$ cat src/hw/rtl/mbt_pkg.sv
// Package for the monobit block test: register indexes, reset values,
// queue entry type and sizing constants. No dependencies.
package mbt_pkg;

    localparam int COUNT_WIDTH_DEF = 16;
    localparam int QUEUE_DEPTH     = 2;

    localparam int LEN_W   = 13;
    localparam int SUM_W   = 16;
    localparam int TOTAL_W = 16;
    localparam int CFG_IDX_W  = 2;
    localparam int CFG_DATA_W = 16;

    localparam logic [CFG_IDX_W-1:0] REG_BLOCK_BYTES = 2'd0;
    localparam logic [CFG_IDX_W-1:0] REG_LOW_BOUND   = 2'd1;
    localparam logic [CFG_IDX_W-1:0] REG_HIGH_BOUND  = 2'd2;

    localparam logic [LEN_W-1:0] BLOCK_BYTES_RST = 13'd2500;
    localparam logic [SUM_W-1:0] LOW_BOUND_RST   = 16'd9654;
    localparam logic [SUM_W-1:0] HIGH_BOUND_RST  = 16'd10346;

    typedef struct packed {
        logic [3:0] ones;
        logic       last;
    } t_mbt_entry;

endpackage

$ cat src/hw/rtl/mbt_in_if.sv
// Input channel: one random byte per beat with its end-of-sequence flag.
// No dependencies.
interface mbt_in_if;
    logic       valid;
    logic       ready;
    logic [7:0] data_byte;
    logic       end_of_sequence;

    modport source (output valid, output data_byte, output end_of_sequence, input ready);
    modport sink   (input valid, input data_byte, input end_of_sequence, output ready);
endinterface

$ cat src/hw/rtl/mbt_out_if.sv
// Result channel: block and failure totals at the end of each sequence.
// No dependencies.
interface mbt_out_if;
    logic        valid;
    logic        ready;
    logic [15:0] block_total;
    logic [15:0] failed_total;
    logic        all_passed;

    modport source (output valid, output block_total, output failed_total,
                    output all_passed, input ready);
    modport sink   (input valid, input block_total, input failed_total,
                    input all_passed, output ready);
endinterface

$ cat src/hw/rtl/mbt_cfg_if.sv
// Configuration write channel: register index and write data per beat.
// No dependencies.
interface mbt_cfg_if;
    logic        valid;
    logic        ready;
    logic [1:0]  index;
    logic [15:0] data;

    modport source (output valid, output index, output data, input ready);
    modport sink   (input valid, input index, input data, output ready);
endinterface

$ cat src/hw/rtl/monobit_block_test_top.sv
// Top level of the monobit block test: front end, queue and back end.
// Depends on mbt_pkg, the channel interfaces, mbt_front, mbt_queue, mbt_back.
//
// Monobit health test for a random byte stream. One byte is accepted per
// cycle while the queue has room: the front end counts its one bits in the
// accept cycle and a two-entry queue feeds the back end, whose add, compare
// and counter update takes one queue entry per cycle, but an entry marked end
// of sequence waits while the previous result still waits for its sink. When
// it is popped, its totals go to the result register; other bytes keep flowing
// while a result waits, until the queue fills. Configuration writes are always
// taken (ready stays high); block_bytes of zero acts as one, a write to an
// unused index is dropped, and the totals saturate.
module monobit_block_test_top import mbt_pkg::*; #(
    parameter int COUNT_WIDTH = COUNT_WIDTH_DEF
) (
    input  logic       i_clk,
    input  logic       i_rst_n,
    mbt_in_if.sink     i_in,
    mbt_cfg_if.sink    i_cfg,
    mbt_out_if.source  o_out
);

    logic       push;
    logic       pop;
    logic       queue_full;
    logic       queue_empty;
    t_mbt_entry push_entry;
    t_mbt_entry pop_entry;

    mbt_front u_front (
        .i_in         (i_in),
        .i_queue_full (queue_full),
        .o_push       (push),
        .o_entry      (push_entry)
    );

    mbt_queue u_queue (
        .i_clk   (i_clk),
        .i_rst_n (i_rst_n),
        .i_push  (push),
        .i_entry (push_entry),
        .i_pop   (pop),
        .o_full  (queue_full),
        .o_empty (queue_empty),
        .o_entry (pop_entry)
    );

    mbt_back #(
        .COUNT_WIDTH (COUNT_WIDTH)
    ) u_back (
        .i_clk   (i_clk),
        .i_rst_n (i_rst_n),
        .i_cfg   (i_cfg),
        .i_empty (queue_empty),
        .i_entry (pop_entry),
        .o_pop   (pop),
        .o_out   (o_out)
    );

endmodule

$ cat src/hw/rtl/mbt_front.sv
// Front end: accepts input beats, counts the one bits of each byte and
// pushes a queue entry. Depends on mbt_pkg and mbt_in_if.
module mbt_front import mbt_pkg::*; (
    mbt_in_if.sink      i_in,
    input  logic        i_queue_full,
    output logic        o_push,
    output t_mbt_entry  o_entry
);

    logic [3:0] ones;

    always_comb begin
        ones = 4'd0;
        for (int b = 0; b < 8; b++) begin
            ones = ones + {3'd0, i_in.data_byte[b]};
        end
    end

    assign i_in.ready    = !i_queue_full;
    assign o_push        = i_in.valid && !i_queue_full;
    assign o_entry.ones  = ones;
    assign o_entry.last  = i_in.end_of_sequence;

endmodule

$ cat src/hw/rtl/mbt_queue.sv
// Short queue between front and back end, holding classified bytes.
// Depends on mbt_pkg.
module mbt_queue import mbt_pkg::*; (
    input  logic        i_clk,
    input  logic        i_rst_n,
    input  logic        i_push,
    input  t_mbt_entry  i_entry,
    input  logic        i_pop,
    output logic        o_full,
    output logic        o_empty,
    output t_mbt_entry  o_entry
);

    localparam int PTR_W = (QUEUE_DEPTH > 1) ? $clog2(QUEUE_DEPTH) : 1;
    localparam int CNT_W = $clog2(QUEUE_DEPTH + 1);
    localparam logic [PTR_W-1:0] LAST_PTR = PTR_W'(QUEUE_DEPTH - 1);
    localparam logic [CNT_W-1:0] FULL_CNT = CNT_W'(QUEUE_DEPTH);

    t_mbt_entry       r_mem [QUEUE_DEPTH];
    logic [PTR_W-1:0] r_wr_ptr, n_wr_ptr;
    logic [PTR_W-1:0] r_rd_ptr, n_rd_ptr;
    logic [CNT_W-1:0] r_count,  n_count;

    assign o_full  = (r_count == FULL_CNT);
    assign o_empty = (r_count == '0);
    assign o_entry = r_mem[r_rd_ptr];

    always_comb begin
        n_wr_ptr = r_wr_ptr;
        n_rd_ptr = r_rd_ptr;
        n_count  = r_count;
        if (i_push) begin
            n_wr_ptr = (r_wr_ptr == LAST_PTR) ? '0 : r_wr_ptr + 1'b1;
        end
        if (i_pop) begin
            n_rd_ptr = (r_rd_ptr == LAST_PTR) ? '0 : r_rd_ptr + 1'b1;
        end
        if (i_push && !i_pop) begin
            n_count = r_count + 1'b1;
        end else if (i_pop && !i_push) begin
            n_count = r_count - 1'b1;
        end
    end

    always_ff @(posedge i_clk) begin
        if (!i_rst_n) begin
            r_wr_ptr <= '0;
            r_rd_ptr <= '0;
            r_count  <= '0;
        end else begin
            r_wr_ptr <= n_wr_ptr;
            r_rd_ptr <= n_rd_ptr;
            r_count  <= n_count;
        end
    end

    always_ff @(posedge i_clk) begin
        if (i_push) begin
            r_mem[r_wr_ptr] <= i_entry;
        end
    end

endmodule

$ cat src/hw/rtl/mbt_back.sv
// Back end: configuration registers, ones accumulation, block checks,
// saturating counters and the result register. Depends on mbt_pkg,
// mbt_cfg_if and mbt_out_if.
module mbt_back import mbt_pkg::*; #(
    parameter int COUNT_WIDTH = COUNT_WIDTH_DEF
) (
    input  logic        i_clk,
    input  logic        i_rst_n,
    mbt_cfg_if.sink     i_cfg,
    input  logic        i_empty,
    input  t_mbt_entry  i_entry,
    output logic        o_pop,
    mbt_out_if.source   o_out
);

    localparam logic [COUNT_WIDTH-1:0] COUNT_MAX = {COUNT_WIDTH{1'b1}};

    logic [LEN_W-1:0]       r_block_bytes;
    logic [SUM_W-1:0]       r_low_bound;
    logic [SUM_W-1:0]       r_high_bound;

    logic [SUM_W-1:0]       r_sum,    n_sum;
    logic [LEN_W-1:0]       r_pos,    n_pos;
    logic [COUNT_WIDTH-1:0] r_seen,   n_seen;
    logic [COUNT_WIDTH-1:0] r_failed, n_failed;

    logic                   r_out_valid, n_out_valid;
    logic [TOTAL_W-1:0]     r_block_total;
    logic [TOTAL_W-1:0]     r_failed_total;
    logic                   r_all_passed;

    logic [LEN_W-1:0]       len;
    logic [SUM_W-1:0]       sum_add;
    logic [LEN_W-1:0]       pos_add;
    logic                   close;
    logic                   pass;
    logic [31:0]            seen_ext;
    logic [31:0]            failed_ext;

    assign i_cfg.ready = 1'b1;

    assign o_pop = !i_empty && (!i_entry.last || !r_out_valid || o_out.ready);

    always_comb begin
        len      = (r_block_bytes == '0) ? LEN_W'(1) : r_block_bytes;
        sum_add  = r_sum + SUM_W'(i_entry.ones);
        pos_add  = r_pos + 1'b1;
        close    = (pos_add >= len);
        pass     = (r_low_bound < sum_add) && (sum_add < r_high_bound);
        n_sum    = close ? '0 : sum_add;
        n_pos    = close ? '0 : pos_add;
        n_seen   = r_seen;
        n_failed = r_failed;
        if (close) begin
            n_seen = (r_seen == COUNT_MAX) ? r_seen : r_seen + 1'b1;
            if (!pass) begin
                n_failed = (r_failed == COUNT_MAX) ? r_failed : r_failed + 1'b1;
            end
        end
        seen_ext   = 32'(n_seen);
        failed_ext = 32'(n_failed);
    end

    always_comb begin
        n_out_valid = r_out_valid && !o_out.ready;
        if (o_pop && i_entry.last) begin
            n_out_valid = 1'b1;
        end
    end

    always_ff @(posedge i_clk) begin
        if (!i_rst_n) begin
            r_block_bytes <= BLOCK_BYTES_RST;
            r_low_bound   <= LOW_BOUND_RST;
            r_high_bound  <= HIGH_BOUND_RST;
        end else if (i_cfg.valid) begin
            unique case (i_cfg.index)
                REG_BLOCK_BYTES: r_block_bytes <= i_cfg.data[LEN_W-1:0];
                REG_LOW_BOUND:   r_low_bound   <= i_cfg.data;
                REG_HIGH_BOUND:  r_high_bound  <= i_cfg.data;
                default: ;
            endcase
        end
    end

    always_ff @(posedge i_clk) begin
        if (!i_rst_n) begin
            r_sum       <= '0;
            r_pos       <= '0;
            r_seen      <= '0;
            r_failed    <= '0;
            r_out_valid <= 1'b0;
        end else begin
            r_out_valid <= n_out_valid;
            if (o_pop) begin
                if (i_entry.last) begin
                    r_sum    <= '0;
                    r_pos    <= '0;
                    r_seen   <= '0;
                    r_failed <= '0;
                end else begin
                    r_sum    <= n_sum;
                    r_pos    <= n_pos;
                    r_seen   <= n_seen;
                    r_failed <= n_failed;
                end
            end
        end
    end

    always_ff @(posedge i_clk) begin
        if (o_pop && i_entry.last) begin
            r_block_total  <= (seen_ext > 32'hFFFF) ? 16'hFFFF : seen_ext[15:0];
            r_failed_total <= (failed_ext > 32'hFFFF) ? 16'hFFFF : failed_ext[15:0];
            r_all_passed   <= (n_failed == '0);
        end
    end

    assign o_out.valid        = r_out_valid;
    assign o_out.block_total  = r_block_total;
    assign o_out.failed_total = r_failed_total;
    assign o_out.all_passed   = r_all_passed;

endmodule

$ cat src/flat_wrapper.sv
// flat-port wrapper written by rule: the top's interface ports become plain ports
module monobit_block_test_top_flat import mbt_pkg::*;
#(
    parameter int COUNT_WIDTH = COUNT_WIDTH_DEF
)
  (i_clk, i_rst_n, i_in_valid, i_in_data_byte, i_in_end_of_sequence, i_in_ready, i_cfg_valid, i_cfg_index, i_cfg_data, i_cfg_ready, o_out_valid, o_out_block_total, o_out_failed_total, o_out_all_passed, o_out_ready);
  mbt_in_if i_in_i ();
  mbt_cfg_if i_cfg_i ();
  mbt_out_if o_out_i ();
  input  logic i_clk;
  input  logic i_rst_n;
  input wire logic [$bits(i_in_i.valid)-1:0] i_in_valid;
  input wire logic [$bits(i_in_i.data_byte)-1:0] i_in_data_byte;
  input wire logic [$bits(i_in_i.end_of_sequence)-1:0] i_in_end_of_sequence;
  output wire logic [$bits(i_in_i.ready)-1:0] i_in_ready;
  input wire logic [$bits(i_cfg_i.valid)-1:0] i_cfg_valid;
  input wire logic [$bits(i_cfg_i.index)-1:0] i_cfg_index;
  input wire logic [$bits(i_cfg_i.data)-1:0] i_cfg_data;
  output wire logic [$bits(i_cfg_i.ready)-1:0] i_cfg_ready;
  output wire logic [$bits(o_out_i.valid)-1:0] o_out_valid;
  output wire logic [$bits(o_out_i.block_total)-1:0] o_out_block_total;
  output wire logic [$bits(o_out_i.failed_total)-1:0] o_out_failed_total;
  output wire logic [$bits(o_out_i.all_passed)-1:0] o_out_all_passed;
  input wire logic [$bits(o_out_i.ready)-1:0] o_out_ready;
  assign i_in_i.valid = i_in_valid;
  assign i_in_i.data_byte = i_in_data_byte;
  assign i_in_i.end_of_sequence = i_in_end_of_sequence;
  assign i_in_ready = i_in_i.ready;
  assign i_cfg_i.valid = i_cfg_valid;
  assign i_cfg_i.index = i_cfg_index;
  assign i_cfg_i.data = i_cfg_data;
  assign i_cfg_ready = i_cfg_i.ready;
  assign o_out_valid = o_out_i.valid;
  assign o_out_block_total = o_out_i.block_total;
  assign o_out_failed_total = o_out_i.failed_total;
  assign o_out_all_passed = o_out_i.all_passed;
  assign o_out_i.ready = o_out_ready;
  monobit_block_test_top #(.COUNT_WIDTH(COUNT_WIDTH)) u_core (.i_clk(i_clk), .i_rst_n(i_rst_n), .i_in(i_in_i), .i_cfg(i_cfg_i), .o_out(o_out_i));
endmodule
$ cat config.mk
export PLATFORM = sky130hd
export DESIGN_NAME = monobit_block_test_top_flat
export DESIGN_NICKNAME = d
export VERILOG_FILES = /design/src/hw/rtl/mbt_pkg.sv /design/src/hw/rtl/mbt_in_if.sv /design/src/hw/rtl/mbt_out_if.sv /design/src/hw/rtl/mbt_cfg_if.sv /design/src/hw/rtl/monobit_block_test_top.sv /design/src/hw/rtl/mbt_front.sv /design/src/hw/rtl/mbt_queue.sv /design/src/hw/rtl/mbt_back.sv /design/src/flat_wrapper.sv
export SDC_FILE = /design/constraint.sdc
export NUM_CORES = 1
export LEC_CHECK = 0
export BUFFER_PORTS_ARGS = -buffer_cell sky130_fd_sc_hd__buf_4
export CAP_MARGIN = 20
export CORE_MARGIN = 1.5
export CORE_UTILIZATION = 45
export CTS_CLUSTER_DIAMETER = 100
export CTS_CLUSTER_SIZE = 14
export DETAILED_ROUTE_END_ITERATION = 6
export GPL_ROUTABILITY_DRIVEN = 0
export GPL_TIMING_DRIVEN = 0
export PLACE_DENSITY_LB_ADDON = 0.25
export SLEW_MARGIN = 10
export SYNTH_ARGS = -nofsm -noshare
export SYNTH_HDL_FRONTEND = slang
export SYNTH_SLANG_ARGS = --single-unit
$ cat constraint.sdc
create_clock -name i_clk -period 9.35 [get_ports i_clk]
set_input_delay 0.935 -clock i_clk [delete_from_list [all_inputs] [get_ports i_clk]]
set_output_delay 0.935 -clock i_clk [all_outputs]
set_load 0.005 [all_outputs]
**After elaboration in Yosys (flattened, before gate mapping)**

Memories as Yosys holds them, arrays and structs flattened. A register that Yosys moved wholly into a read port is not among the register bits.
Cells that the tools add are included.

- Register bits after elaboration: 144
- Bits in writable memories: 10
- Input bits: 32
- Output and inout bits: 36
- Logic and storage cells: 85
- Memories kept: 1

- $add $sub $neg: 15
- Order comparisons: 5
- Eq/ne operators: 5
- Mux-type cells: 21
- Reductions and logical operators: 24

Memories:

| memory | words | width | read ports | clocked after Yosys merged registers in | write ports | line | text |
|---|---|---|---|---|---|---|---|
| u_core.u_queue.r_mem | 2 | 5 | 1 | 1 | 1 | mbt_queue.sv:19 | `t_mbt_entry r_mem [QUEUE_DEPTH];` |

Operator list:

| kind | count |
|---|---|
| $mux W16 | 9 |
| $mux W13 | 3 |
| $add A16 B1 Y16 const B | 2 |
| $eq A16 B16 Y1 const B | 2 |
| $gt A16 B16 Y1 const B | 2 |
| $lt A16 B16 Y1 | 2 |
| $add A16 B4 Y16 | 1 |
| $add A4 B1 Y4 | 4 |
| $logic_not A16 Y1 | 1 |
| $add A13 B1 Y13 const B | 1 |
| $ge A13 B13 Y1 | 1 |
| $logic_not A13 Y1 | 1 |
| $logic_and A1 B1 Y1 | 7 |
| $logic_not A1 Y1 | 7 |
| $mux W1 | 7 |
| $reduce_and A2 Y1 | 3 |
| $add A3 B1 Y4 | 1 |
| $eq A2 B2 Y1 const B | 2 |
| $logic_not A2 Y1 | 2 |
| $mux W2 | 2 |
| $add A2 B1 Y3 | 1 |
| $add A1 B1 Y1 const B | 2 |
| $add A1 B1 Y2 | 1 |
| $add A2 B1 Y2 const B | 1 |
| 4 further kinds | 5 |

**Longest topological paths before layout**

Gate-level depths: netlist of run 1.

- Word-level depth: 7
- Mapped depth: 23
- Mapped depth without buffers: 21

**Modules after synthesis**

From an unflattened synthesis of run 1, not the netlist that was laid out.

- Cells, all modules: 924
- Area total of the unflattened synthesis: 8,159.1 µm²

By module, submodules not included:

| module | times used | cells an instance | area each (µm²) | seq. area each (µm²) |
|---|---|---|---|---|
| mbt_back | 1 | 860 | 7,375.8 | 3,133.0 |
| mbt_queue | 1 | 37 | 575.6 | 400.4 |
| mbt_front | 1 | 27 | 207.7 | 0.0 |

**Worst setup path before layout of run 1**

No wires, ideal clock.

- Path type: reg2reg
- Start point: reg (tool-made name)
- End point: reg u_core.u_back.r_all_passed (netlist: u_core.u_back.o_out.all_passed), data pin
- Setup time: 0.256 ns
- Arrival time: 4.673 ns
- Data required time: 9.094 ns
- Setup slack: 4.421 ns
- Cell stages (with the launch flop): 22
- Path buffers: 1
- Period minus slack after synthesis: 4.929 ns
- Cell sequence: dfxtp_1 > mux2_2 > ha_1 > fa_1 > a21o_1 > a21oi_1 > nor2_1 > and3_1 > and3_1 > nand3_1 > xnor2_1 > inv_1 > ha_1 > nand4_1 > nor4b_2 > o41ai_2 > a31oi_4 > and2_4 > buf_6 > nand4_1 > xnor2_1 > and4b_1

RTL lines:

| element | line | text |
|---|---|---|
| end signal: assignment | mbt_back.sv:115 | `r_all_passed <= (n_failed == '0);` |
| end: declaration | mbt_back.sv:30 | `logic r_all_passed;` |

==> results of run 1 <==
[kinds of logic (layout without fill, tap and decap cells)]
kind of cell    after synthesis  count (layout)  synth area share, %
compound gates              192             192                 15.4
xor+xnor                     52              52                 5.61
fa+ha+maj                    59              59                 9.55
buf+inv                     103             201                 5.16
flops                       155             155                 43.5
mux                          12              12                 1.62
other cells                   1               1               0.0462
simple gates                334             334                 19.1
[layout make-up]
class | instances | share of cell area, %
buffer | 45 | 2.12
multi-input combinational | 650 | 44.0
tap | 225 | 2.97
inverter | 58 | 2.29
clock inverter | 13 | 1.52
sequential | 155 | 37.2
clock buffer | 19 | 4.67
timing repair buffer | 66 | 5.22
[registers in the layout, indices dropped and copies added, names as in the netlist, named ones only]
name / flops
u_core.u_back.o_out.all_passed: 1
u_core.u_back.o_out.block_total: 16
u_core.u_back.o_out.failed_total: 16
u_core.u_back.o_out.valid: 1
u_core.u_back.r_block_bytes: 13
u_core.u_back.r_failed: 16
u_core.u_back.r_high_bound: 16
u_core.u_back.r_low_bound: 16
u_core.u_back.r_pos: 13
u_core.u_back.r_seen: 16
u_core.u_back.r_sum: 16
u_core.u_queue.r_count: 2
u_core.u_queue.r_mem: 10
u_core.u_queue.r_rd_ptr: 1
u_core.u_queue.r_wr_ptr: 1
[stage by stage]
step | instance area (sq um) | total power (uW) | hold WS, ns | cells
3_3_place_gp | 8900 | 1380 | 0.443 | 1199
2_1_floorplan | 8120 | 1180 | 0.431 | 908
3_5_place_dp | 8900 | 1390 | 0.447 | 1199
6_report | 9490 | 2060 | 0.454 | 1231
5_1_grt | 9490 | 2180 | 0.488 | 1231
4_1_cts | 9490 | 2080 | 0.456 | 1231
[layer usage]
metal | up-vias | wire, um
met5 | - | 0
met4 | 0 | 234
met3 | 19 | 910
met2 | 182 | 8690
met1 | 3081 | 8840
li1 | 3366 | -
[layout by cell type (no fill, tap or decap), types with 21 or more instances in the layout]
cell type	count
ha_1	54
inv_1	57
edfxtp_1	43
o21ai_0	21
buf_4	68
a21oi_1	68
xnor2_1	29
xor2_1	23
nand2_1	120
a22oi_1	37
dfxtp_1	112
nor2_1	87
nand3_1	38
clkbuf_1	36
[path summary, 6_finish.rpt]
path	from	to	slack, ns	depth (start not counted)
setup / recovery	flip-flop	u_core.u_back.o_out.all_passed$_DFFE_PP_	3.63	21
hold / removal	u_core.u_back.r_high_bound[7]$_SDFFE_PN0P_	u_core.u_back.r_high_bound[7]$_SDFFE_PN0P_	0.45	2
setup reg to reg	flip-flop	u_core.u_back.o_out.all_passed$_DFFE_PP_	3.63	21
hold reg to reg	u_core.u_back.r_high_bound[7]$_SDFFE_PN0P_	u_core.u_back.r_high_bound[7]$_SDFFE_PN0P_	0.45	2
[critical path, delay by kind of cell (launching register included)]
kind / cells / cell delay [ns]
xor+xnor: 2 / 0.49
buf+inv: 2 / 0.20
mux: 1 / 0.38
compound gates: 4 / 1.09
flops: 1 / 0.45
simple gates: 9 / 1.95
fa+ha+maj: 3 / 0.94
[power groups by stage]
stage | Combinational [uW] | Clock [uW] | Sequential (uW)
finish | 567 | 682 | 809
global route | 636 | 722 | 817
CTS | 573 | 697 | 811
detailed placement | 567 | 0 | 825
global placement | 554 | 0 | 825
floorplan | 360 | 0 | 824
==> flow_metrics.tcl, run 1 <==
set metrics [dict create \
    status "finished clean" \
    cts-buffers-inserted 17 \
    grt_use_total_pct 20.9 \
    io_pins 68 \
    wl_um 18700 \
    finalCritPeriodShare_pct 61.2 \
    area_growth_pct 16.9 \
    yosys_warnings 0 \
    grt_max_degree 34 \
    yosysTopAreaCellShare_pct 27.6 \
    crit_required_ns 9.53 \
    dieWidth_um 137 \
    critPathMaxStageDelay_ns 0.45 \
    post-route-util_pct 54.3 \
    fin_crit_ns 5.72 \
    grt_pass1_wl_um 30300 \
    ys_types 65 \
    drtAntennaViolNets 0 \
    cp_cell_sequence "mux2_2, ha_1, fa_1, a21o_1, a21oi_1, nor2_1, and3_1, and3_1, nand3_1, xnor2_1, inv_1, ha_1, nand4_1, nor4b_2, o41ai_2, a31oi_4, and2_4, buf_6, nand4_1, xnor2_1, and4b_1" \
    p_switching_uw 676 \
    synth_edf_count 43 \
    rows 48 \
    grt_overflow_total 0 \
    cp_max_fo 10 \
    syn_area_sq_mm 0.00812 \
    die_area_sq_mm 0.0189 \
    holdBufCountCts 0 \
    yosysMostFrequentCell "nand2_1" \
    ff_latch_area_sq_mm 0.00353 \
    skew_ns 0.00766 \
    synth-seq-cells 155 \
    vias_per_cell 5.40 \
    clk_pin_slew_ns 0.06 \
    post_cts_buffers 0 \
    initial_utilization_pct 46.5 \
    cp-start-kind "flip-flop" \
    worstMarginPinSlew_ns 0.894 \
    dpl.hpwl_um 13800 \
    final_nets 1084 \
    leakage_uw 0.00383 \
    worst-setup-path-type "flip-flop to flip-flop" \
    groute.layer.met1.usage_pct 27.4 \
    worst_slack_ns 3.63 \
    cts_max_path_buffers 2 \
    syn_avg_cell_area_sq_um 8.94 \
    cts-resized-gates 0 \
    drive_gt1_share_pct 12.4 \
    insertion_delay_ns 0.43 \
    synth_ff_type "dfxtp_1" \
    root_buffer "clkbuf_16" \
    cts_tree "yes" \
    drt-initial-drc-count 307 \
    dr_total_vias 6648 \
    yosys-top-cells-count "nand2_1, dfxtp_1, nor2_1" \
    slew_viol_final 0 \
    crit_arrival_ns 5.90 \
    rsz0062_at_grt "false" \
    p_int_uw 1380 \
    cts.sinks 155 \
    cts_max_level 4 \
    multi_input_area_sq_mm 0.00417 \
    power_frac_clock_pct 33.1 \
    antenna_found_initial 0 \
    diodes 0 \
    yosys.area.top_type "dfxtp_1" \
    core_sq_mm 0.0175 \
    yosysSeqAreaShare_pct 43.5 \
    critical_path.slowest_cell "dfxtp_1" \
    netlist_top_cells_area "dfxtp_1, edfxtp_1, ha_1" \
    seqPwrFrac_pct 39.3 \
    fp.dieH_um 137 \
    pre_cts_ws_ns 3.67 \
    timing.fmax_mhz 175 \
    cp-end-kind "flip-flop" \
    maxCapViolCount 0 \
    fillers 1604 \
    hp-class "flip-flop to flip-flop" \
    relSlewSlack_pct 39.9 \
    async_flop_share_pct 0 \
    ir_worst_vdd_v 0.000152 \
    finalHoldViolations 0 \
    grt.busiest_layer "met2" \
    powerDensity_mw_per_mm2 217 \
    port_buffers 66 \
    syn_nets 999 \
    grt_use_met3_pct 3.79 \
    drc_errors 0 \
    grt_pass1_vias 6129 \
    drt_first_pass_iters 5 \
    fin_setup_tns_ns 0 \
    wl_per_cell_um 15.2 \
    power.share.combinational_pct 27.6 \
    synthesis.instances 908 \
    p_sw_share_pct 32.8 \
    met2_usage_pct 34.8 \
    setup_viol 0 \
]
No activity file was read; power rests on OpenSTA's default activity.
==> run 2: changes to the inputs <==
==> constraint.sdc (replaced) <==
create_clock -name i_clk -period 5 [get_ports i_clk]
set_input_delay 0.5 -clock i_clk [delete_from_list [all_inputs] [get_ports i_clk]]
set_output_delay 0.5 -clock i_clk [all_outputs]
set_load 0.005 [all_outputs]
==> run 2 against run 1 <==
Net effect:
- sequential cell count stayed put
- sequential power increased by 88%
- sequential share of layout area down 0.93 points
- clock skew barely moved
- largest power group unchanged
==> flow_metrics.tcl, run 2 (synthesis gave the netlist of run 1 again) <==
set metrics [dict create \
    finalCritPeriodShare_pct 97.3 \
    vias_per_cell 5.45 \
    powerDensity_mw_per_mm2 401 \
    initial_utilization_pct 46.5 \
    dr_total_vias 6759 \
    hp-class "primary input to flip-flop" \
    worst-setup-path-type "flip-flop to flip-flop" \
    core_sq_mm 0.0175 \
    drc_errors 0 \
    cp_max_fo 8 \
    final_nets 1093 \
    ir_worst_vdd_v 0.000277 \
    grt_max_degree 34 \
    io_pins 68 \
    relSlewSlack_pct 40.8 \
    die_area_sq_mm 0.0189 \
    drt_first_pass_iters 4 \
    grt_pass1_vias 6183 \
    dieWidth_um 137 \
    worst_slack_ns 0.133 \
    cp-start-kind "flip-flop" \
    port_buffers 66 \
    cts-buffers-inserted 17 \
    cts_max_path_buffers 2 \
    mostFrequentLayoutCell "nand2_1" \
    critPathMaxStageDelay_ns 0.38 \
    root_buffer "clkbuf_16" \
    leakage_uw 0.00392 \
    fp.dieH_um 137 \
    setup_viol 0 \
    cts_tree "yes" \
    grt_pass1_wl_um 30500 \
    status "finished clean" \
    crit_required_ns 5.18 \
    cts.sinks 155 \
    drt-initial-drc-count 331 \
    layout_common_cells "nand2_1, dfxtp_1, nor2_1, buf_4, a21oi_1" \
    rows 48 \
    fin_crit_ns 4.87 \
    grt_overflow_total 0 \
    worstMarginPinSlew_ns 0.880 \
    critPathBufInv 1 \
    wl_per_cell_um 15.5 \
    crit_arrival_ns 5.05 \
    cp_cell_sequence "mux2_4, ha_1, a21o_1, a21oi_1, nor2b_2, o2111ai_4, nor3_4, nand3_2, xnor2_4, inv_1, ha_1, nand4_1, o31ai_1, a221oi_1, o21a_1, a31oi_4, and2_4, nand4_1, xnor2_2, and4b_1" \
    drtAntennaViolNets 0 \
    dpl.hpwl_um 13800 \
    area_growth_pct 20.0 \
    slew_viol_final 0 \
    timing.fmax_mhz 205 \
    cp-end-kind "flip-flop" \
    grt_use_total_pct 21.0 \
    cts_max_level 4 \
    critical_path.slowest_cell "dfxtp_4" \
    pre_cts_ws_ns -0.678 \
    antenna_found_initial 0 \
    fin_setup_tns_ns 0 \
    diodes 0 \
    insertion_delay_ns 0.42 \
    drive_gt1_share_pct 15.3 \
    clk_pin_slew_ns 0.06 \
    finalHoldViolations 0 \
    skew_ns 0.00784 \
    path_delay_family "simple AND/OR/NAND/NOR gates" \
    maxCapViolCount 0 \
    wl_um 19200 \
]
run 2: worst reg2reg max path: stages (launching register included):
cell and delay, ns:
dfxtp_4 0.38, mux2_4 0.32, ha_1 0.27, a21o_1 0.12, a21oi_1 0.10, nor2b_2 0.21
o2111ai_4 0.19, nor3_4 0.30, nand3_2 0.16, xnor2_4 0.25, inv_1 0.07, ha_1 0.29
nand4_1 0.16, o31ai_1 0.27, a221oi_1 0.08, o21a_1 0.15, a31oi_4 0.34, and2_4 0.27
nand4_1 0.21, xnor2_2 0.25, and4b_1 0.23
run 2: final timing paths:
path	from	end	slack, ns	cells after the start
setup / recovery	flip-flop	u_core.u_back.o_out.all_passed$_DFFE_PP_	0.13	20
hold / removal	i_in_end_of_sequence	u_core.u_queue.r_mem[0][0]$_DFFE_PP_	0.27	1
setup reg to reg	flip-flop	u_core.u_back.o_out.all_passed$_DFFE_PP_	0.13	20
hold reg to reg	u_core.u_back.r_high_bound[7]$_SDFFE_PN0P_	u_core.u_back.r_high_bound[7]$_SDFFE_PN0P_	0.46	2
run 2: where the power goes:
part / internal (uW) / total [uW] / switching, uW
registers: 1460 / 1520 / 64.1
clock network: 751 / 1280 / 527
logic: 411 / 1110 / 699
total: 2620 / 3910 / 1290
run 2: per-layer routing:
| layer | global-route usage [%] | share of wire [%] | up-vias | routed length (um) |
|---|---|---|---|---|
| met3 | 3.61 | 5.0 | 22 | 957 |
| met2 | 35.0 | 47 | 189 | 9060 |
| met5 | 0 | 0 | - | 0 |
| li1 | - | - | 3386 | - |
| met4 | 7.72 | 1.5 | 0 | 288 |
| met1 | 27.4 | 46 | 3162 | 8870 |
run 2: repair_timing:
| action | CTS | global route |
|---|---|---|
| hold buffers | 0 | 0 |
| cloned | 0 | 0 |
| buffers inserted | 5 | 5 |
| setup endpoints to repair | 32 | 5 |
| gates resized for setup | 15 | 18 |
| pin swaps | 9 | 13 |
run 2: layout make-up:
class | instances | area [sq um]
Fill cell | 1582 | 7730
Multi-Input combinational cell | 650 | 4360
Sequential cell | 155 | 3540
Timing Repair Buffer | 76 | 571
Clock buffer | 19 | 443
Tap cell | 225 | 282
Inverter | 58 | 218
Buffer | 44 | 190
Clock inverter | 13 | 144
run 2: metrics by stage:
step	cells	hold slack [ns]	instance area (sq um)	util [%]	power [uW]
3_5_place_dp	1199	0.447	8900	50.9	2600
3_3_place_gp	1199	0.443	8900	50.9	2580
2_1_floorplan	908	0.431	8120	-	2210
6_report	1240	0.266	9740	55.7	3910
5_1_grt	1240	0.253	9740	55.7	4120
4_1_cts	1236	0.245	9610	55.0	3920
==> run 3: changes to the inputs <==
--- a/config.mk
+++ b/config.mk
@@ -15,6 +15,7 @@
 export GPL_ROUTABILITY_DRIVEN = 0
 export GPL_TIMING_DRIVEN = 0
 export PLACE_DENSITY_LB_ADDON = 0.25
+export RECOVER_POWER = 100
 export SLEW_MARGIN = 10
 export SYNTH_ARGS = -nofsm -noshare
 export SYNTH_HDL_FRONTEND = slang
==> run 3 against run 2 <==
Net effect:
- the flow now finishes with violations (max-capacitance violations, max-slew violations)
- sequential share of layout area up 0.16 points
- non-clock buffer count unchanged
- critical path type unchanged
- global-route usage is the same
- worst setup slack worse by 0.0021 ns
- critical path depth grew 1
- clock skew barely moved
- count of clock-buffer cells in the layout unchanged
- routed wire length is essentially flat
- first-iteration DRC count down 9.1%
- largest cell class unchanged
==> flow_metrics.tcl, run 3 (synthesis gave the netlist of run 1 again) <==
set metrics [dict create \
    rr_worst_depth 21 \
    cp-start-kind "flip-flop" \
    leakage_uw 0.00388 \
    crit_cells 21 \
    fp.dieH_um 137 \
    setup_viol 0 \
    grt_pass1_vias 6183 \
    power.share.combinational_pct 28.0 \
    root_buffer "clkbuf_16" \
    die_area_sq_mm 0.0189 \
    slew_viol_final 34 \
    fin_crit_ns 4.87 \
    drtAntennaViolNets 0 \
    dr_total_vias 6736 \
    grt_max_degree 34 \
    fillers 1590 \
    wl_um 19200 \
    area_growth_pct 19.5 \
    violations "max-capacitance violations, max-slew violations" \
    power_frac_clock_pct 32.9 \
    grt_overflow_total 0 \
    vias_per_cell 5.43 \
    p_sw_share_pct 33.1 \
    cts_max_level 4 \
    insertion_delay_ns 0.42 \
    crit_arrival_ns 5.05 \
    skew_ns 0.00814 \
    worst-setup-path-type "flip-flop to flip-flop" \
    whs_ns 0.289 \
    rows 48 \
    clk_pin_slew_ns 0.06 \
    cts_max_path_buffers 2 \
    critPathBufInv 2 \
    cp_cell_sequence "mux2_4, ha_1, a21o_1, a21oi_1, nor2b_2, o2111ai_4, nor3_4, nand3_2, xnor2_4, inv_1, ha_1, nand4_1, o31ai_1, a221oi_1, o21a_1, a31oi_4, buf_6, a31oi_1, a31oi_1, nor4_2, and4b_1" \
    layout_common_cells "nand2_1, dfxtp_1, nor2_1, a21oi_1, inv_1" \
    drc_errors 0 \
    status "finished with violations" \
    core_sq_mm 0.0175 \
    diodes 0 \
    critical_path.slowest_cell "dfxtp_4" \
    critPathMaxStageDelay_ns 0.38 \
    worstMarginPinSlew_ns 1.56 \
    path_delay_family "compound AO/OA/AOI/OAI gates" \
    finalCritPeriodShare_pct 97.4 \
    multi_input_area_sq_mm 0.00435 \
    port_buffers 66 \
    final_nets 1093 \
    dpl.hpwl_um 13800 \
    crit_required_ns 5.18 \
    relSlewSlack_pct -3.86 \
    grt_pass1_wl_um 30500 \
    drt-initial-drc-count 301 \
    rrSetupSlack_ns 0.13 \
    p_switching_uw 1290 \
    regToRegEndpoint "u_core.u_back.o_out.all_passed$_DFFE_PP_" \
    cts-buffers-inserted 17 \
    cp_max_fo 10 \
    wl_per_cell_um 15.5 \
    critPathCapture "u_core.u_back.o_out.all_passed$_DFFE_PP_" \
    hp-class "primary input to flip-flop" \
    grt_use_total_pct 21.0 \
    finalPower_uw 3890 \
    drive_gt1_share_pct 14.1 \
    maxCapViolCount 1 \
    ir_worst_vdd_v 0.000277 \
    cts_tree "yes" \
    finalHoldViolations 0 \
    p_int_uw 2600 \
    timing.fmax_mhz 205 \
    holdBufCountCts 0 \
    holdPathStages 1 \
    cp-end-kind "flip-flop" \
    io_pins 68 \
    initial_utilization_pct 46.5 \
    seqPwrFrac_pct 39.1 \
    dieWidth_um 137 \
    cts.sinks 155 \
    antenna_found_initial 0 \
    ff_latch_area_sq_mm 0.00354 \
    mostFrequentLayoutCell "nand2_1" \
    powerDensity_mw_per_mm2 401 \
    drt_first_pass_iters 4 \
]
-- run 3: how the worst min path moves through the flow --
stage / start / end / slack [ns]
final: i_in_end_of_sequence / u_core.u_queue.r_mem[0][0]$_DFFE_PP_ / 0.29
after global routing: i_in_end_of_sequence / u_core.u_queue.r_mem[1][0]$_DFFE_PP_ / 0.28
after floorplan: u_core.u_back.r_low_bound[0]$_SDFFE_PN0P_ / u_core.u_back.r_low_bound[0]$_SDFFE_PN0P_ / 0.43
after detailed placement: u_core.u_back.r_high_bound[10]$_SDFFE_PN0P_ / u_core.u_back.r_high_bound[10]$_SDFFE_PN0P_ / 0.45
after global placement: u_core.u_back.r_high_bound[10]$_SDFFE_PN0P_ / u_core.u_back.r_high_bound[10]$_SDFFE_PN0P_ / 0.44
after CTS: i_in_end_of_sequence / u_core.u_queue.r_mem[0][0]$_DFFE_PP_ / 0.24
-- run 3: through the flow --
step / instance area (sq um) / cells / setup TNS, ns / util (%) / worst slack, ns
3_3_place_gp: 8900 / 1199 / -8.88 / 50.9 / -0.716
4_1_cts: 9610 / 1236 / 0 / 55.0 / 0.0368
2_1_floorplan: 8120 / 908 / 0 / - / 0.0706
5_1_grt: 9700 / 1240 / -0.101 / 55.5 / -0.0603
6_report: 9700 / 1240 / 0 / 55.5 / 0.131
3_5_place_dp: 8900 / 1199 / -7.97 / 50.9 / -0.678
-- run 3: repair_timing --
action / in CTS / in global routing
pin swaps: 9 / 13
resized for setup: 15 / 18
gates cloned: 0 / 0
setup buffers: 5 / 5
setup endpoints to repair: 32 / 5
-- run 3: power groups by stage --
stage	logic, uW	clock network, uW	registers [uW]
finish	1090	1280	1520
global route	1210	1350	1530
CTS	1090	1300	1520
detailed placement	1060	0	1540
global placement	1040	0	1540
floorplan	673	0	1540
-- run 3: layout make-up --
| class | instances | share of cell area (%) |
|---|---|---|
| sequential | 155 | 36.5 |
| tap | 225 | 2.90 |
| clock buffer | 19 | 4.57 |
| multi-input combinational | 650 | 44.9 |
| timing repair buffer | 76 | 5.49 |
| inverter | 58 | 2.24 |
| clock inverter | 13 | 1.48 |
| buffer | 44 | 1.96 |
-- run 3: metal layers --
metal	vias up	routed length [um]	global-route usage (%)
met5	-	0	0
met1	3146	8950	27.4
met2	182	9020	35.0
met4	0	292	7.72
met3	24	922	3.61
li1	3384	-	-
